<file path="src/design/fkhp_pkg.sv">
// ----------------------------------------------------------------------------
// fkhp_pkg
// types and constants shared by the flow key header parser modules
// ----------------------------------------------------------------------------
package fkhp_pkg;

	// one packet byte as it arrives on the wire
	typedef struct packed {
		logic [7:0] data_byte;
		logic       first_byte;
		logic       last_byte;
		logic [7:0] ingress_port;
	} pkt_item_t;

	// one assembled flow key
	typedef struct packed {
		logic [7:0]  port_out;
		logic [47:0] mac_dst;
		logic [47:0] mac_src;
		logic [15:0] eth_kind;
		logic [14:0] vlan_info;
		logic [31:0] ipv4_src;
		logic [31:0] ipv4_dst;
		logic [23:0] proto_tos_ttl;
		logic [1:0]  frag_kind;
		logic [31:0] l4_ports;
		logic        truncated;
	} key_item_t;

	// parser state carried from byte to byte
	typedef struct packed {
		logic [5:0]  byte_offset;
		logic        tag_seen;
		logic [7:0]  held_port;
		logic [47:0] dst_mac;
		logic [47:0] src_mac;
		logic [15:0] eth_type;
		logic [14:0] tag_info;
		logic [31:0] ip_src;
		logic [31:0] ip_dst;
		logic [23:0] ip_misc;
		logic [13:0] frag_word;
		logic [31:0] ports;
	} parse_state_t;

	localparam logic [15:0] TYPE_VLAN  = 16'h8100;
	localparam logic [15:0] TYPE_IPV4  = 16'h0800;
	localparam logic [7:0]  PROTO_ICMP = 8'd1;
	localparam logic [7:0]  PROTO_TCP  = 8'd6;
	localparam logic [7:0]  PROTO_UDP  = 8'd17;

	localparam logic [5:0] OFFSET_MAX   = 6'd63;
	localparam logic [5:0] ETH_LEN      = 6'd14;
	localparam logic [5:0] TAG_LEN      = 6'd4;
	localparam logic [5:0] IPV4_LEN     = 6'd20;
	localparam logic [5:0] L4_PORTS_LEN = 6'd4;
	localparam logic [5:0] ICMP_LEN     = 6'd2;

	localparam logic [1:0] FRAG_NONE  = 2'd0;
	localparam logic [1:0] FRAG_FIRST = 2'd1;
	localparam logic [1:0] FRAG_LATER = 2'd2;

endpackage

</file>
<file path="src/design/fkhp_lane_update.sv">
// ----------------------------------------------------------------------------
// fkhp_lane_update
// places one packet byte into its byte lane of the parser state
// ----------------------------------------------------------------------------
module fkhp_lane_update (
	input  fkhp_pkg::parse_state_t cur,
	input  fkhp_pkg::pkt_item_t    item,
	output fkhp_pkg::parse_state_t upd,
	output logic [5:0]             off
);
	import fkhp_pkg::*;

	// byte positions in the ethernet header and tag
	localparam logic [5:0] SRC_START = 6'd6;
	localparam logic [5:0] TYPE_HI   = 6'd12;
	localparam logic [5:0] TYPE_LO   = 6'd13;
	localparam logic [5:0] TCI_HI    = 6'd14;
	localparam logic [5:0] TCI_LO    = 6'd15;
	localparam logic [5:0] ITYPE_HI  = 6'd16;
	localparam logic [5:0] TAG_END   = 6'd18;

	// byte positions inside the ipv4 header
	localparam logic [5:0] IP_TOS     = 6'd1;
	localparam logic [5:0] IP_FRAG_HI = 6'd6;
	localparam logic [5:0] IP_FRAG_LO = 6'd7;
	localparam logic [5:0] IP_TTL     = 6'd8;
	localparam logic [5:0] IP_L4_TYPE = 6'd9;

	parse_state_t s;
	logic [7:0]   b;
	logic [5:0]   base;
	logic [5:0]   r;
	logic [5:0]   q;
	logic [7:0]   proto;
	logic         later;

	always_comb begin
		s = cur;
		if (item.first_byte) begin
			s = '0;
			s.held_port = item.ingress_port;
		end
		b     = item.data_byte;
		off   = s.byte_offset;
		base  = s.tag_seen ? (ETH_LEN + TAG_LEN) : ETH_LEN;
		r     = off - base;
		q     = r - IPV4_LEN;
		proto = s.ip_misc[23:16];
		later = (s.frag_word[12:0] != '0);

		if (off < SRC_START) begin
			s.dst_mac[{3'(3'd5 - off[2:0]), 3'b000} +: 8] = b;
		end else if (off < TYPE_HI) begin
			s.src_mac[{3'(4'd11 - off[3:0]), 3'b000} +: 8] = b;
		end else if (off == TYPE_HI) begin
			s.eth_type[15:8] = b;
		end else if (off == TYPE_LO) begin
			s.eth_type[7:0] = b;
			s.tag_seen      = ({s.eth_type[15:8], b} == TYPE_VLAN);
		end else if (s.tag_seen && off < TAG_END) begin
			case (off)
				TCI_HI: begin
					// priority from tci 15:13, id high nibble from 11:8, cfi dropped
					s.tag_info[14:12] = b[7:5];
					s.tag_info[11:8]  = b[3:0];
				end
				TCI_LO:   s.tag_info[7:0]  = b;
				ITYPE_HI: s.eth_type[15:8] = b;
				default:  s.eth_type[7:0]  = b;
			endcase
		end else if (s.eth_type == TYPE_IPV4) begin
			if (r < IPV4_LEN) begin
				case (r)
					IP_TOS:     s.ip_misc[15:8]    = b;
					IP_FRAG_HI: s.frag_word[13:8]  = b[5:0];
					IP_FRAG_LO: s.frag_word[7:0]   = b;
					IP_TTL:     s.ip_misc[7:0]     = b;
					IP_L4_TYPE: s.ip_misc[23:16]   = b;
					default: begin
						if (r inside {[6'd12:6'd15]}) begin
							s.ip_src[{~r[1:0], 3'b000} +: 8] = b;
						end else if (r inside {[6'd16:6'd19]}) begin
							s.ip_dst[{~r[1:0], 3'b000} +: 8] = b;
						end
					end
				endcase
			end else if (!later) begin
				if ((proto == PROTO_TCP || proto == PROTO_UDP) && q < L4_PORTS_LEN) begin
					s.ports[{~q[1:0], 3'b000} +: 8] = b;
				end else if (proto == PROTO_ICMP && q == 6'd0) begin
					s.ports[23:16] = b;
				end else if (proto == PROTO_ICMP && q == 6'd1) begin
					s.ports[7:0] = b;
				end
			end
		end
		upd = s;
	end

endmodule

</file>
<file path="src/design/fkhp_key_build.sv">
// ----------------------------------------------------------------------------
// fkhp_key_build
// forms the flow key and the parser state for the following byte
// ----------------------------------------------------------------------------
module fkhp_key_build (
	input  fkhp_pkg::parse_state_t upd,
	input  logic [5:0]             off,
	input  logic                   last,
	output fkhp_pkg::key_item_t    key,
	output fkhp_pkg::parse_state_t nxt
);
	import fkhp_pkg::*;

	logic [6:0] count;
	logic [5:0] need;
	logic       later;
	logic [7:0] proto;

	always_comb begin
		count = {1'b0, off} + 7'd1;
		later = (upd.frag_word[12:0] != '0);
		proto = upd.ip_misc[23:16];

		// bytes required before the packet may end
		need = upd.tag_seen ? (ETH_LEN + TAG_LEN) : ETH_LEN;
		if (count >= {1'b0, need} && upd.eth_type == TYPE_IPV4) begin
			need = need + IPV4_LEN;
			if (count >= {1'b0, need} && !later) begin
				if (proto == PROTO_TCP || proto == PROTO_UDP) begin
					need = need + L4_PORTS_LEN;
				end else if (proto == PROTO_ICMP) begin
					need = need + ICMP_LEN;
				end
			end
		end

		key.port_out      = upd.held_port;
		key.mac_dst       = upd.dst_mac;
		key.mac_src       = upd.src_mac;
		key.eth_kind      = upd.eth_type;
		key.vlan_info     = upd.tag_info;
		key.ipv4_src      = upd.ip_src;
		key.ipv4_dst      = upd.ip_dst;
		key.proto_tos_ttl = upd.ip_misc;
		key.frag_kind     = later ? FRAG_LATER : (upd.frag_word[13] ? FRAG_FIRST : FRAG_NONE);
		key.l4_ports      = upd.ports;
		key.truncated     = (count < {1'b0, need});

		if (last) begin
			nxt           = '0;
			nxt.held_port = upd.held_port;
		end else begin
			nxt             = upd;
			nxt.byte_offset = (off == OFFSET_MAX) ? off : off + 6'd1;
		end
	end

endmodule

</file>
<file path="src/design/flow_key_header_parser_unit.sv">
// ----------------------------------------------------------------------------
// flow_key_header_parser_unit
// ethernet / 802.1q / ipv4 / l4 header parser building one flow key a packet
// ----------------------------------------------------------------------------
//
//  channel | dir | handshake              | payload
//  --------+-----+------------------------+---------------------------------
//  pkt     | in  | pkt_valid / pkt_ready  | one packet byte and its marks
//  key     | out | key_valid / key_ready  | flow key, one per packet
//
//  one item per clock sustained unless a last byte waits on an unread key; a key
//  passes the input register, then the lane update into the key register
//  the parser state is updated once per byte in a single pass, so bytes of
//  one packet may follow each other in consecutive cycles
//  arst_n clears the parser state, the held port and both valid flags
//  a stalled key only holds back the pipe when the next byte is a last byte;
//  other bytes keep moving since they produce no key
//
module flow_key_header_parser_unit (
	input  logic                clk,
	input  logic                arst_n,
	input  logic                pkt_valid,
	output logic                pkt_ready,
	input  fkhp_pkg::pkt_item_t pkt,
	output logic                key_valid,
	input  logic                key_ready,
	output fkhp_pkg::key_item_t key
);
	import fkhp_pkg::*;

	// input register
	logic         item_valid_s1;
	pkt_item_t    item_s1;

	// parser state across bytes of a packet
	parse_state_t state_q;

	// single pass update
	parse_state_t upd;
	parse_state_t nxt;
	logic [5:0]   off;
	key_item_t    key_d;
	logic         advance;

	// result register
	logic         key_valid_q;
	key_item_t    key_q;

	// a byte moves on unless it would make a key while the result register holds an untaken key
	assign advance   = item_valid_s1 && (!item_s1.last_byte || !key_valid_q || key_ready);
	assign pkt_ready = !item_valid_s1 || advance;

	always_ff @(posedge clk or negedge arst_n) begin
		if (!arst_n) begin
			item_valid_s1 <= 1'b0;
		end else if (pkt_ready) begin
			item_valid_s1 <= pkt_valid;
		end
	end

	always_ff @(posedge clk) begin
		if (pkt_valid && pkt_ready) begin
			item_s1 <= pkt;
		end
	end

	fkhp_lane_update u_lane_update (
		.cur  (state_q),
		.item (item_s1),
		.upd  (upd),
		.off  (off)
	);

	fkhp_key_build u_key_build (
		.upd  (upd),
		.off  (off),
		.last (item_s1.last_byte),
		.key  (key_d),
		.nxt  (nxt)
	);

	// parser state, all fields start at zero
	always_ff @(posedge clk or negedge arst_n) begin
		if (!arst_n) begin
			state_q <= '0;
		end else if (advance) begin
			state_q <= nxt;
		end
	end

	// result register
	always_ff @(posedge clk or negedge arst_n) begin
		if (!arst_n) begin
			key_valid_q <= 1'b0;
		end else if (advance && item_s1.last_byte) begin
			key_valid_q <= 1'b1;
		end else if (key_ready) begin
			key_valid_q <= 1'b0;
		end
	end

	always_ff @(posedge clk) begin
		if (advance && item_s1.last_byte) begin
			key_q <= key_d;
		end
	end

	assign key_valid = key_valid_q;
	assign key       = key_q;

	// ipv4 fields only fill in under an ipv4 ethertype
	a_non_ipv4_zero : assert property (@(posedge clk) disable iff (!arst_n)
		key_valid && key.eth_kind != TYPE_IPV4 |->
			key.ipv4_src == '0 && key.ipv4_dst == '0 &&
			key.proto_tos_ttl == '0 && key.l4_ports == '0)
		else $error("ipv4 fields set in a non ipv4 key");

	// later fragments carry no l4 header
	a_later_frag_ports : assert property (@(posedge clk) disable iff (!arst_n)
		key_valid && key.frag_kind == FRAG_LATER |-> key.l4_ports == '0)
		else $error("ports set in a later fragment key");

	// the offset restarts after every last byte
	a_offset_restart : assert property (@(posedge clk) disable iff (!arst_n)
		advance && item_s1.last_byte |=> state_q.byte_offset == '0 && !state_q.tag_seen)
		else $error("parser state not cleared after last byte");

	// a pending key is never overwritten by the next one
	a_no_key_overrun : assert property (@(posedge clk) disable iff (!arst_n)
		key_valid_q && !key_ready |-> !(advance && item_s1.last_byte))
		else $error("key register overwritten while stalled");

endmodule

</file>
<file path="config.mk">
export PLATFORM = sky130hd
export DESIGN_NAME = flow_key_header_parser_unit
export DESIGN_NICKNAME = d
export VERILOG_FILES = /design/src/design/fkhp_pkg.sv /design/src/design/fkhp_lane_update.sv /design/src/design/fkhp_key_build.sv /design/src/design/flow_key_header_parser_unit.sv
export SDC_FILE = /design/constraint.sdc
export NUM_CORES = 1
export LEC_CHECK = 0
export BUFFER_PORTS_ARGS = -buffer_cell sky130_fd_sc_hd__buf_2
export CAP_MARGIN = 10
export CORE_ASPECT_RATIO = 1.5
export CORE_MARGIN = 3
export CORE_UTILIZATION = 45
export CTS_BUF_LIST = sky130_fd_sc_hd__clkbuf_4
export DETAILED_ROUTE_END_ITERATION = 16
export HOLD_SLACK_MARGIN = 0.05
export PLACE_DENSITY = 0.66
export SLEW_MARGIN = 20
export SYNTH_ARGS = -nofsm -noshare
export SYNTH_HDL_FRONTEND = slang
export SYNTH_SLANG_ARGS = --single-unit
</file>
<file path="constraint.sdc">
create_clock -name clk -period 20.6 [get_ports clk]
set_input_delay 2.06 -clock clk [delete_from_list [all_inputs] [get_ports clk]]
set_output_delay 2.06 -clock clk [all_outputs]
set_load 0.01 [all_outputs]
</file>
==> results of run 1 <==
[power breakdown]
group          switching (mW)  internal, mW
Clock                   0.452         0.475
Combinational           0.149        0.0423
Sequential             0.0143          1.20
Total                   0.614          1.72
[layout make-up]
class	instances	area, sq um	area share [%]
clock inverters	43	225	0.801
repair buffers	314	1700	6.05
flip-flops and latches	554	15200	54.2
multi-input cells	1356	8490	30.2
clock buffers	202	1520	5.39
inverters	20	80.1	0.285
well taps	689	862	3.06
diodes	3	7.51	0.0267
[registers in the layout, indices dropped and copies added (netlist names)]
name	cells
key_valid	1
item_valid_s1	1
state_q	276
key	258
item_s1	18
[Yosys cell counts, drive strengths merged, types with 28 or more instances]
library cell and n:
a22oi 30, clkbuf 140, nand3 145, a21oi 45, edfxtp 276, buf 34, a22o 233, dfrtp 278
nor2 66, nor3 28, o21ai 248, nand2 250
[worst max path at each step]
| stage | from | end | slack (ns) | cells past startpoint |
|---|---|---|---|---|
| global route | item_s1[9] | key[0] | 14.00 | 22 |
| global placement | item_s1[9] | key[0] | 14.78 | 23 |
| floorplan | key_ready | key_valid | 11.74 | 4 |
| detailed placement | item_s1[9] | key[0] | 14.60 | 23 |
| CTS | item_s1[9] | key[0] | 14.57 | 23 |
| finish | item_s1[9] | key[0] | 14.56 | 22 |
[per-layer routing]
layer | track usage, % | share of wire, % | wire [um]
met1 | 33.3 | 39 | 29800
met2 | 42.2 | 49 | 36700
met5 | 0 | 0.024 | 18
met3 | 4.74 | 6.7 | 5090
met4 | 13.8 | 5.2 | 3930
[stage by stage]
stage          utilization [%]  hold WS [ns]  cells
3_3_place_gp              49.0         0.454   2932
2_1_floorplan                -         0.442   2104
4_1_cts                   52.3         0.484   3177
6_report                  52.3         0.479   3181
3_5_place_dp              49.0         0.467   2932
5_1_grt                   52.3         0.504   3180
[worst register-to-register path: cells and delay by family, from the launching register on]
family	cells	cell delay (ns)
AO/OA/AOI/OAI	8	1.68
adder cells (fa/ha/maj)	3	1.42
buffers and inverters	3	0.83
flip-flops	1	0.37
AND/OR/NAND/NOR	8	1.58
[kinds of logic after synthesis]
family	after synthesis	share of synthesized area [%]
AO/OA/AOI/OAI	685	19.7
XOR/XNOR	4	0.143
adder cells (fa/ha/maj)	24	1.23
buffers and inverters	194	3.16
flip-flops	554	62.3
multiplexers	21	0.941
AND/OR/NAND/NOR	622	12.5
==> impl_metrics.py, run 1 <==
metrics = {
    "synthesis": {
        "synth-edff-count": 276,
        "synthCells": 2104,
        "yosysSeqAreaShare_pct": 62.3,
        "async_flop_share_pct": 50.2,
        "yosys_warnings": 0,
        "synth_cell_types": 89,
        "syn_area_per_cell_sq_um": 11.6,
        "yosysTopAreaCellShare_pct": 33.9,
        "synth-main-ff-cell": "dfrtp_1",
        "synth_nets": 2150,
        "yosys.area.top_type": "edfxtp_1",
        "synth.cell_area_sq_mm": 0.0245,
        "ys_top_cells_by_area": "edfxtp_1 (34%), dfrtp_1 (28%), a22o_1 (8.3%), o21ai_0 (4.8%), nand2_1 (3.8%)",
        "ys_seq_elements": 554,
    },
    "outcome": {
        "status": "finished with violations",
        "violations": "max-slew violations",
    },
    "timing": {
        "clock.fmax_mhz": 166,
        "final_max_slew_viol_count": 73,
        "report.final.hold_viol_count": 0,
        "layout_min_cycle_time_ns": 6.04,
        "rsz0062_at_grt": "no",
        "finalSetupViolCount": 0,
        "setup_tns_ns": 0,
        "tightest_slew_ns": 1.60,
        "period_share_pct": 29.3,
        "final.setup_skew_ns": 0.0598,
        "slew_headroom_pct": -6.55,
        "setup_slack_ns": 14.56,
    },
    "worst_setup_path": {
        "cp-start-kind": "register",
        "crit_top_cell": "ha_1",
        "cp_top_family": "compound AO/OA/AOI/OAI gates",
        "rrSetupSlack_ns": 14.56,
        "ff2ff_path_depth": 22,
        "cp_max_fo": 18,
        "path_buf_inv": 3,
        "worstReg2RegEnd": "key[0]",
        "critPathMaxStageDelay_ns": 0.77,
        "r2r-start": "item_s1[9]",
        "cpMaxStageDelayCell": "ha_1",
        "critPathKind": "reg -> reg",
        "path_cells": "buf_4 > nand2b_1 > clkinv_1 > ha_1 > nand3_1 > a211oi_1 > nor2_1 > a21oi_1 > inv_1 > ha_1 > o21ai_0 > nand2b_1 > a211oi_1 > nor4b_4 > o2111ai_1 > o31ai_1 > nor3_1 > ha_1 > and4_1 > a21oi_1 > nand3_1 > a41oi_1",
        "cp.required_ns": 21.28,
        "cp_data_arrival_time_ns": 6.72,
        "endpoint_kind": "register",
    },
    "global_route": {
        "grt_pass1_wl_um": 115000,
        "antenna_found_initial": 4,
        "grt_max_degree": 200,
        "grt_usage_pct": 26.0,
        "grt_overflow": 0,
        "first_global_vias": 19200,
    },
    "route": {
        "drtIter0Drc": 1649,
        "vias": 19100,
        "viasPerCell": 6.01,
        "routedWlPerCell_um": 23.8,
        "drc": 0,
        "drt_wl_total_um": 75600,
        "first_pass_iters": 6,
        "antenna_left": 0,
    },
    "power_and_ir_drop": {
        "fin_total_pwr_mw": 2.33,
        "ir_drop_uv": 52.7,
        "powerDensity_mw_per_mm2": 82.8,
        "p_leak_nw": 11.7,
    },
    "place": {
        "io_buffer_count": 281,
        "place_congestion": 0.930,
        "dp_hpwl_um": 47500,
        "place_area_sq_mm": 0.0264,
        "dpl_worst_slack_ns": 14.60,
    },
    "clock_network": {
        "cts_buffers": 133,
        "clockBufferDepth": 3,
        "clk_latency_ns": 0.90,
        "cts-root-buf": "clkbuf_4",
        "postCtsSetupBuffers": 0,
        "htreeDepth": 4,
        "clock_sinks": 554,
        "cts_tree": "yes",
        "hold_buffers": 0,
        "cts_resized": 0,
        "clkTransAtPathRegs_ns": 0.07,
    },
    "layout": {
        "fin_area_sq_mm": 0.0281,
        "final_common_cell": "buf_2",
        "synthToLayoutAreaGrowth_pct": 15.0,
        "drive_gt1_share_pct": 24.0,
        "fin_nets": 2425,
        "mostFrequentLayoutCells": "buf_2 (280), dfrtp_1 (278), edfxtp_1 (276)",
        "fillers": 4761,
    },
    "floorplan": {
        "die_area_sq_mm": 0.0572,
        "die_height_um": 292,
        "initial_core_util_pct": 45.5,
        "num_rows": 104,
        "ioPinCount": 282,
        "die_w_um": 196,
        "core_sq_mm": 0.0537,
    },
    "worst_hold_path": {
        "hold_path_depth": 2,
        "hold_start": "state_q[48]",
        "hold_class": "reg -> reg",
        "whs_endpoint": "state_q[48]",
    },
    "run": {
        "maxCapViolCount": 0,
    },
}
No activity file was read; power rests on OpenSTA's default activity.
==> inputs of run 2 (changes only) <==
- ABC_AREA: default -> 1
- clock period: 20.6 -> 6.25 ns (I/O delays scaled with it)
==> run 2 against run 1 <==
The run now ends clean. Maximum frequency increased by 11%. Sequential share of layout area decreased by 4.5 points. Clock-buffer cell count decreased by 4. Critical endpoint unchanged. Largest power group unchanged.
==> impl_metrics.py, run 2 <==
metrics = {
    "outcome": {
        "status": "finished, final reports clean",
    },
    "layout": {
        "largest_register_ffs": 276,
        "fin_nets": 3223,
        "fillers": 5261,
        "top_register": "state_q",
        "synthToLayoutAreaGrowth_pct": 15.0,
        "mostFrequentLayoutCells": "nand2_1 (507), o21ai_0 (346), inv_1 (344)",
        "fin_area_sq_mm": 0.0307,
        "drive_gt1_share_pct": 18.5,
        "final_common_cell": "nand2_1",
    },
    "global_route": {
        "antenna_found_initial": 3,
        "first_global_vias": 22400,
        "grt_usage_pct": 26.9,
        "grt_overflow": 0,
        "grt_max_degree": 159,
        "grt_pass1_wl_um": 130000,
    },
    "clock_network": {
        "clkTransAtPathRegs_ns": 0.08,
        "cts_tree": "yes",
        "clockBufferDepth": 3,
        "clk_latency_ns": 0.93,
        "cts-root-buf": "clkbuf_4",
        "htreeDepth": 4,
        "clock_sinks": 554,
        "cts_buffers": 134,
        "postCtsSetupBuffers": 0,
    },
    "worst_hold_path": {
        "hold_class": "in -> async",
    },
    "timing": {
        "rsz0062_at_grt": "no",
        "finalSetupViolCount": 0,
        "clock.fmax_mhz": 183,
        "period_share_pct": 87.3,
        "layout_min_cycle_time_ns": 5.46,
        "final_max_slew_viol_count": 0,
        "tightest_slew_ns": 1.01,
        "final.setup_skew_ns": 0.0604,
        "report.final.hold_viol_count": 0,
        "slew_headroom_pct": 32.6,
        "setup_tns_ns": 0,
    },
    "worst_setup_path": {
        "endpoint_kind": "register",
        "path_cells": "inv_4 > buf_4 > nand2_1 > nand2_2 > inv_2 > nand2_1 > nand3_2 > nor2_4 > nand4_2 > o21ai_1 > nand2_1 > nor2_1 > nand2_1 > nor2_2 > nand2_1 > clkinv_1 > o211ai_1 > nand2_1 > nand2_1 > ha_1 > and3_1 > a21oi_1",
        "cp-start-kind": "register",
        "cp_top_family": "simple AND/OR/NAND/NOR gates",
        "cpMaxStageDelayCell": "buf_4",
        "critPathMaxStageDelay_ns": 0.59,
        "cp_data_arrival_time_ns": 6.20,
        "crit_top_cell": "nand2_1",
        "cp_max_fo": 52,
        "cp.required_ns": 6.99,
        "critPathKind": "reg -> reg",
        "path_buf_inv": 4,
    },
    "synthesis": {
        "yosysTopAreaCellShare_pct": 31.1,
        "ys_top_cells_by_area": "edfxtp_1 (31%), dfrtp_1 (26%), nand2_1 (7.1%), o21ai_0 (6.5%), inv_1 (4.9%)",
        "syn_area_per_cell_sq_um": 9.26,
        "async_flop_share_pct": 50.2,
        "yosys_warnings": 0,
        "synth.cell_area_sq_mm": 0.0267,
        "synth-edff-count": 276,
        "yosys.area.top_type": "edfxtp_1",
        "synth_cell_types": 53,
        "synthCells": 2880,
        "yosysSeqAreaShare_pct": 57.2,
        "synth_nets": 2926,
        "synth-main-ff-cell": "dfrtp_1",
        "synth_common_cells": "nand2_1 (507), o21ai_0 (346), inv_1 (345)",
        "ys_seq_elements": 554,
        "synth_most_common_cell": "nand2_1",
    },
    "run": {
        "maxCapViolCount": 0,
    },
    "place": {
        "dp_hpwl_um": 55500,
        "place_area_sq_mm": 0.0287,
        "place_congestion": 1.01,
        "io_buffer_count": 281,
    },
    "route": {
        "routedWlPerCell_um": 20.9,
        "drc": 0,
        "met3_wirelength_um": 6280,
        "drt_wl_total_um": 84900,
        "viasPerCell": 5.67,
        "wl_met1_um": 32200,
        "maxUsedRoutingLayer": "met5",
        "first_pass_iters": 8,
        "wl_met2_um": 41500,
        "drtIter0Drc": 1931,
        "antenna_left": 0,
        "vias": 23000,
    },
    "power_and_ir_drop": {
        "p_leak_nw": 13.4,
        "ir_drop_uv": 150,
        "powerDensity_mw_per_mm2": 252,
    },
    "floorplan": {
        "die_height_um": 304,
        "die_area_sq_mm": 0.0623,
        "ioPinCount": 282,
        "num_rows": 108,
        "die_w_um": 205,
        "initial_core_util_pct": 45.8,
        "core_sq_mm": 0.0582,
    },
}
-- run 2: cell type report --
type	count	area, sq um	share of cell area [%]
Multi-Input combinational cell	1784	9360	30.5
Clock inverter	48	272	0.885
Sequential cell	554	15200	49.7
Timing Repair Buffer	338	1950	6.36
Antenna cell	4	10.0	0.0326
Tap cell	770	963	3.14
Inverter	365	1380	4.50
Clock buffer	198	1490	4.85
-- run 2: metal layers --
layer,up-vias,global-route usage (%)
met5,-,0
met4,2,15.1
met3,292,4.63
met2,1155,44.7
met1,11000,33.2
li1,10600,-
-- run 2: power breakdown --
| part | total (mW) | internal [mW] | leakage, nW | switching [mW] |
|---|---|---|---|---|
| Combinational | 0.674 | 0.140 | 5.83 | 0.534 |
| Sequential | 4.01 | 3.95 | 6.53 | 0.0529 |
| Clock | 3.06 | 1.59 | 1.06 | 1.47 |
| Total | 7.74 | 5.68 | 13.4 | 2.06 |
-- run 2: logic make-up after synthesis --
kind of cell | after synthesis | synth area share [%]
flip-flops | 554 | 57.2
AO/OA/AOI/OAI | 744 | 17.1
adder cells (fa/ha/maj) | 24 | 1.13
XOR/XNOR | 2 | 0.0657
buffers and inverters | 542 | 7.82
AND/OR/NAND/NOR | 1014 | 16.7
-- run 2: path summary, 6_finish.rpt --
kind | startpoint | endpoint | slack [ns] | cells after the start
setup / recovery | item_s1[9] | key[0] | 0.79 | 22
hold / removal | arst_n | state_q[213] | 0.36 | 2
setup reg to reg | item_s1[9] | key[0] | 0.79 | 22
hold reg to reg | state_q[188] | state_q[188] | 0.48 | 2
max in group asynchronous | arst_n | state_q[38] | 4.35 | 3
min in group clk | pkt[8] | item_s1[8] | 0.43 | 2
-- run 2: what timing repair did --
item,4_1_cts,5_1_grt
endpoints found under the setup margin,0,0
hold buffers,22,0
hold endpoints to repair,130,0
gates resized for setup,0,0
-- run 2: through the flow --
| step | util [%] | std cells | hold WS [ns] | power (mW) | setup slack [ns] |
|---|---|---|---|---|---|
| final | 52.6 | 4061 | 0.364 | 7.74 | 0.792 |
| after CTS | 52.6 | 4057 | 0.350 | 7.83 | 0.950 |
| after floorplan | - | 2880 | 0.329 | 4.42 | 0.796 |
| after global placement | 49.2 | 3789 | 0.462 | 4.73 | 1.10 |
| after detailed placement | 49.2 | 3789 | 0.466 | 4.74 | 0.947 |
| after global routing | 52.6 | 4059 | 0.365 | 8.07 | 0.502 |
